==> config.mk <==
export PLATFORM = sky130hd
export DESIGN_NAME = sha256_byte_stream_hasher_top
export DESIGN_NICKNAME = d
export VERILOG_FILES = /design/src/hdl/sha256_pkg.sv /design/src/hdl/sha256_byte_stream_hasher_top.sv /design/src/hdl/sha256_ctrl.sv /design/src/hdl/sha256_dp.sv
export SDC_FILE = /design/constraint.sdc
export NUM_CORES = 2
export LEC_CHECK = 0
export BUFFER_PORTS_ARGS = -buffer_cell sky130_fd_sc_hd__clkbuf_2
export CORE_MARGIN = 10
export CORE_UTILIZATION = 46
export DETAILED_ROUTE_END_ITERATION = 10
export HOLD_SLACK_MARGIN = 0.06
export PLACE_DENSITY = 0.6
export SLEW_MARGIN = 40
export SYNTH_ARGS = -nofsm -noshare
export SYNTH_HDL_FRONTEND = slang
export SYNTH_HIERARCHICAL = 1
export SYNTH_SLANG_ARGS = --single-unit
==> constraint.sdc <==
create_clock -name aclk -period 13.81 [get_ports aclk]
set_clock_uncertainty 0.1 [all_clocks]
set_input_delay 2.762 -clock aclk [delete_from_list [all_inputs] [get_ports aclk]]
set_output_delay 2.762 -clock aclk [all_outputs]
set_load 0.01 [all_outputs]
==> src/hdl/sha256_pkg.sv <==
// Package with the shared types, constants and the rotate function of the SHA-256 hasher.
`default_nettype none
package sha256_pkg;

    typedef struct packed {
        logic [7:0] data_byte;
        logic       has_byte;
        logic       is_last;
    } in_item_t;

    typedef struct packed {
        logic [31:0] digest_word;
        logic [2:0]  word_pos;
        logic        last_word;
    } out_item_t;

    typedef enum logic [2:0] {
        ST_IDLE,
        ST_ROUNDS,
        ST_FINAL,
        ST_PAD,
        ST_EMIT
    } ctrl_state_t;

    // Commands from the controller to the datapath.
    typedef struct packed {
        logic       load_byte;   // write the input byte into the buffer
        logic       start_pad;   // write 0x80, zeros after it, and the length if it fits
        logic       len_fill;    // write zeros up to byte 56 and the bit count
        logic       init_rounds; // load working variables, clear round counter
        logic       do_round;    // run one round
        logic       add_hash;    // fold working variables into the hash
        logic       rearm;       // restore initial hash and counters
    } dp_cmd_t;

    typedef struct packed {
        logic block_full;  // the byte being loaded fills the block
        logic pad_spills;  // after the pad byte, the length does not fit
        logic round_last;  // the current round is round 63
    } dp_status_t;

    localparam logic [7:0] PAD_BYTE = 8'h80;
    localparam logic [5:0] LENGTH_POS = 6'd56;

    localparam logic [31:0] INIT_HASH [8] = '{
        32'h6a09e667, 32'hbb67ae85, 32'h3c6ef372, 32'ha54ff53a,
        32'h510e527f, 32'h9b05688c, 32'h1f83d9ab, 32'h5be0cd19
    };

    localparam logic [31:0] ROUND_K [64] = '{
        32'h428a2f98, 32'h71374491, 32'hb5c0fbcf, 32'he9b5dba5, 32'h3956c25b, 32'h59f111f1,
        32'h923f82a4, 32'hab1c5ed5, 32'hd807aa98, 32'h12835b01, 32'h243185be, 32'h550c7dc3,
        32'h72be5d74, 32'h80deb1fe, 32'h9bdc06a7, 32'hc19bf174, 32'he49b69c1, 32'hefbe4786,
        32'h0fc19dc6, 32'h240ca1cc, 32'h2de92c6f, 32'h4a7484aa, 32'h5cb0a9dc, 32'h76f988da,
        32'h983e5152, 32'ha831c66d, 32'hb00327c8, 32'hbf597fc7, 32'hc6e00bf3, 32'hd5a79147,
        32'h06ca6351, 32'h14292967, 32'h27b70a85, 32'h2e1b2138, 32'h4d2c6dfc, 32'h53380d13,
        32'h650a7354, 32'h766a0abb, 32'h81c2c92e, 32'h92722c85, 32'ha2bfe8a1, 32'ha81a664b,
        32'hc24b8b70, 32'hc76c51a3, 32'hd192e819, 32'hd6990624, 32'hf40e3585, 32'h106aa070,
        32'h19a4c116, 32'h1e376c08, 32'h2748774c, 32'h34b0bcb5, 32'h391c0cb3, 32'h4ed8aa4a,
        32'h5b9cca4f, 32'h682e6ff3, 32'h748f82ee, 32'h78a5636f, 32'h84c87814, 32'h8cc70208,
        32'h90befffa, 32'ha4506ceb, 32'hbef9a3f7, 32'hc67178f2
    };

    function automatic logic [31:0] ror32(input logic [31:0] x, input int unsigned n);
        return (x >> n) | (x << (32 - n));
    endfunction

endpackage
`default_nettype wire

==> src/hdl/sha256_byte_stream_hasher_top.sv <==
// Top level of the SHA-256 byte stream hasher.
// Each request carries one message byte and/or an end mark. A byte is taken while idle;
// the byte that completes a 64-byte block starts 64 rounds of the single round unit, and
// input stalls while they run. An end mark adds a padding step and one or two
// compressions, then the digest leaves as 8 words (4 when truncate_to_128 is set), one
// per accepted output request, after which the hash re-arms.
`default_nettype none
module sha256_byte_stream_hasher_top
    import sha256_pkg::*;
(
    input  wire logic      aclk,
    input  wire logic      aresetn,
    input  wire logic      cfg_we,
    input  wire logic      cfg_wdata,
    input  wire logic      s_valid,
    output logic           s_ready,
    input  wire in_item_t  s_data,
    output logic           m_valid,
    input  wire logic      m_ready,
    output out_item_t      m_data
);

    logic       trunc_reg;
    dp_cmd_t    cmd;
    dp_status_t status;
    logic [2:0] out_index;
    logic       out_last;
    logic [31:0] word;

    always_ff @(posedge aclk) begin
        if (!aresetn) begin
            trunc_reg <= 1'b0;
        end else if (cfg_we) begin
            trunc_reg <= cfg_wdata;
        end
    end

    sha256_ctrl u_ctrl (
        .aclk            (aclk),
        .aresetn         (aresetn),
        .in_valid        (s_valid),
        .in_ready        (s_ready),
        .in_item         (s_data),
        .truncate_to_128 (trunc_reg),
        .out_ready       (m_ready),
        .out_valid       (m_valid),
        .out_index       (out_index),
        .out_last        (out_last),
        .cmd             (cmd),
        .status          (status)
    );

    sha256_dp u_dp (
        .aclk        (aclk),
        .aresetn     (aresetn),
        .data_byte   (s_data.data_byte),
        .cmd         (cmd),
        .status      (status),
        .out_index   (out_index),
        .digest_word (word)
    );

    assign m_data.digest_word = word;
    assign m_data.word_pos    = out_index;
    assign m_data.last_word   = out_last;

    a_no_overlap: assert property (@(posedge aclk) disable iff (!aresetn)
        !(s_ready && m_valid)) else $error("input taken while digest is out");
    a_last_idx: assert property (@(posedge aclk) disable iff (!aresetn)
        (m_valid && m_data.last_word) |-> (m_data.word_pos == 3'd3
        || m_data.word_pos == 3'd7)) else $error("bad last word index");
    a_idle_after: assert property (@(posedge aclk) disable iff (!aresetn)
        (m_valid && m_ready && m_data.last_word) |=> s_ready)
        else $error("no return to idle after digest");

endmodule
`default_nettype wire

==> src/hdl/sha256_ctrl.sv <==
// Controller state machine that sequences byte loading, padding, rounds and digest output.
`default_nettype none
module sha256_ctrl
    import sha256_pkg::*;
(
    input  wire logic       aclk,
    input  wire logic       aresetn,
    input  wire logic       in_valid,
    output logic            in_ready,
    input  wire in_item_t   in_item,
    input  wire logic       truncate_to_128,
    input  wire logic       out_ready,
    output logic            out_valid,
    output logic [2:0]      out_index,
    output logic            out_last,
    output dp_cmd_t         cmd,
    input  wire dp_status_t status
);

    ctrl_state_t state_reg, state_next;
    logic        final_reg, final_next;  // the block being compressed is the length block
    logic        pend_reg, pend_next;    // an end mark waits for the running block
    logic        spill_reg, spill_next;
    logic [2:0]  idx_reg, idx_next;
    logic        accept;
    logic        last_idx;

    assign accept   = in_valid && in_ready;
    assign last_idx = truncate_to_128 ? (idx_reg == 3'd3) : (idx_reg == 3'd7);

    always_ff @(posedge aclk) begin
        if (!aresetn) begin
            state_reg <= ST_IDLE;
            final_reg <= 1'b0;
            pend_reg  <= 1'b0;
            idx_reg   <= '0;
        end else begin
            state_reg <= state_next;
            final_reg <= final_next;
            pend_reg  <= pend_next;
            idx_reg   <= idx_next;
        end
    end

    always_comb begin
        state_next = state_reg;
        final_next = final_reg;
        pend_next  = pend_reg;
        idx_next   = idx_reg;
        unique case (state_reg)
            ST_IDLE: begin
                if (accept) begin
                    if (in_item.has_byte && status.block_full) begin
                        state_next = ST_ROUNDS;
                        final_next = 1'b0;
                        pend_next  = in_item.is_last;
                    end else if (in_item.is_last) begin
                        state_next = ST_PAD;
                    end
                end
            end
            ST_ROUNDS: begin
                if (status.round_last) begin
                    state_next = ST_FINAL;
                end
            end
            ST_FINAL: begin
                if (final_reg) begin
                    state_next = ST_EMIT;
                    idx_next   = '0;
                end else if (pend_reg) begin
                    state_next = ST_PAD;
                    pend_next  = 1'b0;
                end else begin
                    state_next = ST_IDLE;
                end
            end
            ST_PAD: begin
                // The pad byte is written here; a spill needs one extra block.
                state_next = ST_ROUNDS;
                final_next = !status.pad_spills;
                pend_next  = 1'b0;
            end
            ST_EMIT: begin
                if (out_ready) begin
                    idx_next = idx_reg + 3'd1;
                    if (last_idx) begin
                        state_next = ST_IDLE;
                    end
                end
            end
            default: state_next = ST_IDLE;
        endcase
        // After a spilled pad block, the length block follows directly.
        if (state_reg == ST_FINAL && !final_reg && !pend_reg && spill_reg) begin
            state_next = ST_ROUNDS;
            final_next = 1'b1;
        end
    end

    always_ff @(posedge aclk) begin
        if (!aresetn) begin
            spill_reg <= 1'b0;
        end else begin
            spill_reg <= spill_next;
        end
    end

    always_comb begin
        spill_next = spill_reg;
        if (state_reg == ST_PAD) begin
            spill_next = status.pad_spills;
        end else if (state_reg == ST_FINAL && spill_reg) begin
            spill_next = 1'b0;
        end
    end

    always_comb begin
        cmd         = '0;
        in_ready    = 1'b0;
        out_valid   = 1'b0;
        out_index   = idx_reg;
        out_last    = last_idx;
        unique case (state_reg)
            ST_IDLE: begin
                in_ready      = 1'b1;
                cmd.load_byte = accept && in_item.has_byte;
                cmd.init_rounds = accept && in_item.has_byte && status.block_full;
            end
            ST_ROUNDS: cmd.do_round = 1'b1;
            ST_FINAL: begin
                cmd.add_hash = 1'b1;
                if (!final_reg && !pend_reg && spill_reg) begin
                    cmd.len_fill    = 1'b1;
                    cmd.init_rounds = 1'b1;
                end
            end
            ST_PAD: begin
                cmd.start_pad   = 1'b1;
                cmd.init_rounds = 1'b1;
            end
            ST_EMIT: begin
                out_valid = 1'b1;
                cmd.rearm = out_ready && last_idx;
            end
            default: cmd = '0;
        endcase
    end

endmodule
`default_nettype wire

==> src/hdl/sha256_dp.sv <==
// Datapath with the block buffer, message schedule, round unit and hash registers.
`default_nettype none
module sha256_dp
    import sha256_pkg::*;
(
    input  wire logic        aclk,
    input  wire logic        aresetn,
    input  wire logic [7:0]  data_byte,
    input  wire dp_cmd_t     cmd,
    output dp_status_t       status,
    input  wire logic [2:0]  out_index,
    output logic [31:0]      digest_word
);

    logic [31:0] blk_reg [16];   // block as big-endian words; doubles as schedule window
    logic [31:0] blk_next [16];
    logic [31:0] hash_reg [8], hash_next [8];
    logic [31:0] v_reg [8], v_next [8];
    logic [5:0]  fill_reg, fill_next;
    logic [60:0] bytes_reg, bytes_next;
    logic [5:0]  rnd_reg, rnd_next;
    logic [63:0] bits;
    logic [31:0] w_new, s0, s1, t1, t2;
    logic [5:0]  pad_pos;

    assign bits = {bytes_reg, 3'b000};
    assign status.block_full = (fill_reg == 6'd63);
    assign status.pad_spills = (fill_reg >= LENGTH_POS);
    assign status.round_last = (rnd_reg == 6'd63);
    assign digest_word = hash_reg[out_index];
    assign pad_pos = fill_reg;

    assign s0 = ror32(blk_reg[1], 7) ^ ror32(blk_reg[1], 18) ^ (blk_reg[1] >> 3);
    assign s1 = ror32(blk_reg[14], 17) ^ ror32(blk_reg[14], 19) ^ (blk_reg[14] >> 10);
    assign w_new = s1 + blk_reg[9] + s0 + blk_reg[0];
    assign t1 = v_reg[7] + (ror32(v_reg[4], 6) ^ ror32(v_reg[4], 11) ^ ror32(v_reg[4], 25))
              + ((v_reg[4] & v_reg[5]) ^ (~v_reg[4] & v_reg[6])) + ROUND_K[rnd_reg] + blk_reg[0];
    assign t2 = (ror32(v_reg[0], 2) ^ ror32(v_reg[0], 13) ^ ror32(v_reg[0], 22))
              + ((v_reg[0] & v_reg[1]) ^ (v_reg[0] & v_reg[2]) ^ (v_reg[1] & v_reg[2]));

    always_comb begin
        blk_next   = blk_reg;
        hash_next  = hash_reg;
        v_next     = v_reg;
        fill_next  = fill_reg;
        bytes_next = bytes_reg;
        rnd_next   = rnd_reg;
        if (cmd.load_byte) begin
            blk_next[fill_reg[5:2]][8*(3-fill_reg[1:0]) +: 8] = data_byte;
            fill_next  = fill_reg + 6'd1;
            bytes_next = bytes_reg + 61'd1;
        end
        if (cmd.start_pad) begin
            // Pad byte, zeros after it, and the length if it fits in this block.
            for (int i = 0; i < 64; i++) begin
                if (i == pad_pos) begin
                    blk_next[i/4][8*(3-i%4) +: 8] = PAD_BYTE;
                end else if (i > pad_pos) begin
                    blk_next[i/4][8*(3-i%4) +: 8] = 8'h00;
                end
            end
            if (pad_pos < LENGTH_POS) begin
                blk_next[14] = bits[63:32];
                blk_next[15] = bits[31:0];
            end
        end
        if (cmd.len_fill) begin
            for (int i = 0; i < 14; i++) begin
                blk_next[i] = '0;
            end
            blk_next[14] = bits[63:32];
            blk_next[15] = bits[31:0];
        end
        if (cmd.init_rounds) begin
            v_next   = hash_next;
            rnd_next = '0;
            fill_next = '0;
        end
        if (cmd.do_round) begin
            for (int i = 0; i < 15; i++) begin
                blk_next[i] = blk_reg[i+1];
            end
            blk_next[15] = w_new;
            v_next[7] = v_reg[6];
            v_next[6] = v_reg[5];
            v_next[5] = v_reg[4];
            v_next[4] = v_reg[3] + t1;
            v_next[3] = v_reg[2];
            v_next[2] = v_reg[1];
            v_next[1] = v_reg[0];
            v_next[0] = t1 + t2;
            rnd_next  = rnd_reg + 6'd1;
        end
        if (cmd.add_hash) begin
            for (int i = 0; i < 8; i++) begin
                hash_next[i] = hash_reg[i] + v_reg[i];
            end
            if (cmd.init_rounds) begin
                v_next = hash_next;
            end
        end
        if (cmd.rearm) begin
            hash_next  = INIT_HASH;
            fill_next  = '0;
            bytes_next = '0;
        end
    end

    always_ff @(posedge aclk) begin
        blk_reg <= blk_next;
        v_reg   <= v_next;
        rnd_reg <= rnd_next;
    end

    always_ff @(posedge aclk) begin
        if (!aresetn) begin
            hash_reg  <= INIT_HASH;
            fill_reg  <= '0;
            bytes_reg <= '0;
        end else begin
            hash_reg  <= hash_next;
            fill_reg  <= fill_next;
            bytes_reg <= bytes_next;
        end
    end

endmodule
`default_nettype wire
==> flow_summary.yaml <==
clock_tree:
  postCtsSetupBuffers: 0
  cts.sinks: 1107
  cts_root_buf: "clkbuf_16"
  cts_tree: "yes"
  postCtsResizedCells: 0
  htreeDepth: 4
  clk_latency_ns: 0.84
  hold_buffers: 0
  cts.path.max_buffers: 3
  clkSlewWorstSetupHoldPaths_ns: 0.07
  cts-buffers-inserted: 138
global_routing:
  grt_max_degree: 205
  grt_pass1_vias: 69000
  track_usage: 0.315
  grt_overflow_total: 0
  grt_antenna_before_repair: 2
  grt_pass1_wl_um: 452000
floorplan:
  start_util: 0.463
  die_h_um: 433
  die_w_um: 433
  dieArea_um2: 187000
  io_pins: 54
  core-area_um2: 169000
  rows: 151
logic_synthesis:
  yosysWarnings: 6
  syn_area_per_cell_um2: 8.06
  synth_seq_area_share: 0.284
  synth_fa_ha_area_frac: 0.117
  yosys_most_used_dff: "dfxtp_1"
  syn_inst: 9735
  syn_nets: 10300
  synth.distinct_cells: 98
  synthMuxAreaShare: 0.101
  ys_ff_latch: 1107
  synth_compound_area_frac: 0.224
  synthSimpleGateAreaFrac: 0.152
  synthXorXnorAreaFrac: 0.0732
  async_flop_share: 0
  netlist_area_um2: 78400
  synth_edf_count: 14
  synth_top_family_by_area: "compound AO/OA/AOI/OAI gates"
setup_path:
  crit_end: "u_dp/v_reg[255]$_DFF_P_"
  reg2regPathDepth: 35
  slowest_stage: "nor2_1"
  crit_type: "reg -> reg"
  regToRegStartpoint: "u_dp/rnd_reg[2]$_SDFFCE_PN0P_"
  max_stage_delay_ns: 0.64
  reg2reg_slack_ns: 3.14
  crit_fanout: 58
  startpoint: "u_dp/rnd_reg[2]$_SDFFCE_PN0P_"
  cp-end-kind: "register"
  required_ns: 14.46
  arrival_ns: 11.32
  critPathLaunchType: "register"
  r2r_end: "u_dp/v_reg[255]$_DFF_P_"
timing:
  slew_headroom: 0.404
  fmax_mhz: 93.7
  setup_violations: 0
  hold_ws_ns: 0.349
  min_period_ns: 10.67
  hold_viol: 0
  timing.final.crit_share: 0.773
  worst_pin_slew_ns: 0.891
  slew_violations: 0
  rsz0062_at_grt: "no"
  setup-tns-final_ns: 0
detailed_routing:
  vias: 72200
  drc_errors: 0
  drtPass1Iterations: 7
  drtIter0Drc: 7260
  drt_wl_total_um: 307000
  viasPerCell: 6.15
  wl_per_cell_um: 26.1
  ant_nets: 0
layout:
  drive_above_1_share: 0.0642
  area_delta_synth_final_pct: 8.68
  largest_reg_flops: 512
  nFillCells: 16300
  finalNetCount: 10000
run:
  drv_cap: 0
placement:
  port_buffers: 53
  routabilityCongestion: 1.01
  dp_hpwl_um: 230000
worst_hold_path:
  min_path_type: "reg -> reg"
run_status:
  outcome: "finished clean"
metal layers:
metal | up-vias | wire, um | track usage | part of all wire
met5 | - | 23 | 0 | 0.000075
met4 | 4 | 24500 | 0.210 | 0.080
met3 | 854 | 20100 | 0.0548 | 0.066
met2 | 2820 | 142000 | 0.521 | 0.46
met1 | 34800 | 120000 | 0.375 | 0.39
li1 | 33700 | - | - | -
worst max-delay path: cells and delay by family, from the launching register on:
family | cells | cell delay, ns
AO/OA/AOI/OAI | 16 | 3.48
buffers and inverters | 4 | 1.12
multiplexers | 1 | 0.52
flip-flops | 1 | 0.31
AND/OR/NAND/NOR | 6 | 1.47
adder cells (fa/ha/maj) | 6 | 2.80
XOR/XNOR | 2 | 0.76
synth_stat cells, drive strengths merged (39+ instances only):
master	number	area, um^2
a211oi	78	586
a21o	157	1180
a21oi	684	3430
a221oi	56	490
a31oi	73	457
and2	77	483
and3	59	369
buf	92	368
clkbuf	541	2030
dfxtp	1093	21900
fa	195	3900
ha	399	4990
inv	380	1430
mux2	56	631
mux2i	566	5670
mux4	71	1600
nand2	1330	4990
nand2b	68	425
nand3	128	641
nor2	743	2790
nor2b	105	657
nor3	91	477
o211ai	244	1830
o21a	115	863
o21ai	1079	5400
o21bai	44	330
o22ai	64	407
o31ai	51	393
or3	39	244
xnor2	402	3520
xor2	246	2150
area by class of cell:
| cell class | instances | area (um^2) | area share |
|---|---|---|---|
| Antenna cell | 2 | 5.00 | 0.0000587 |
| Clock buffer | 199 | 3990 | 0.0467 |
| Clock inverter | 51 | 840 | 0.00985 |
| Inverter | 382 | 1450 | 0.0170 |
| Multi-Input combinational cell | 7613 | 52500 | 0.615 |
| Sequential cell | 1107 | 22300 | 0.262 |
| Tap cell | 2218 | 2780 | 0.0326 |
| Timing Repair Buffer | 171 | 1420 | 0.0166 |
cells in the final DEF, fill, tap and decap left out, types with 33 or more instances in the layout:
cell	instances
a221oi_1	56
dfxtp_1	1090
o21ai_0	1059
and2_1	74
clkbuf_16	140
mux4_2	71
a21o_1	157
buf_4	97
ha_1	399
nor2_1	720
mux2i_1	566
nand3_1	128
a31oi_1	73
inv_1	376
or3_1	39
o21a_1	115
nand2_1	1328
o31ai_1	48
a211oi_1	78
fa_1	195
o22ai_1	63
o21bai_1	41
nor2b_1	104
xor2_1	246
clkbuf_2	53
mux2_2	56
xnor2_1	401
and3_1	59
nand2b_1	66
nor3_1	86
a21oi_1	681
clkbuf_1	33
o211ai_1	244
logic make-up (layout without fill, tap and decap cells):
kind of cell | after synthesis | in the layout
mux | 693 | 693
xor+xnor | 651 | 651
flops | 1107 | 1107
simple gates | 2750 | 2750
compound gates | 2895 | 2895
fa+ha+maj | 624 | 624
other cells | 0 | 2
buf+inv | 1015 | 803
how the worst min path moves through the flow:
stage                                   start                        end  slack, ns  cells past startpoint
finish               u_dp/blk_reg[27]$_DFF_P_   u_dp/blk_reg[59]$_DFF_P_       0.35                      2
detailed placement  u_dp/blk_reg[383]$_DFF_P_  u_dp/blk_reg[415]$_DFF_P_       0.34                      2
global route         u_dp/blk_reg[29]$_DFF_P_   u_dp/blk_reg[61]$_DFF_P_       0.37                      2
floorplan           u_dp/blk_reg[311]$_DFF_P_  u_dp/blk_reg[343]$_DFF_P_       0.32                      2
CTS                 u_dp/blk_reg[445]$_DFF_P_  u_dp/blk_reg[477]$_DFF_P_       0.35                      2
global placement    u_dp/blk_reg[311]$_DFF_P_  u_dp/blk_reg[343]$_DFF_P_       0.33                      2
through the flow:
step                std cells  setup slack (ns)  area, um^2   util
finish                  11700              3.14       85300  0.503
global route            11700              2.46       85200  0.503
CTS                     11700              3.19       85100  0.502
detailed placement      11500              3.23       80300  0.474
global placement        11500              3.02       80100  0.473
floorplan                9735              5.20       78400      -
Power is left out: the tool's default activity adds up to more than one toggle a clock period on the data nets, which glitch-free logic cannot reach.
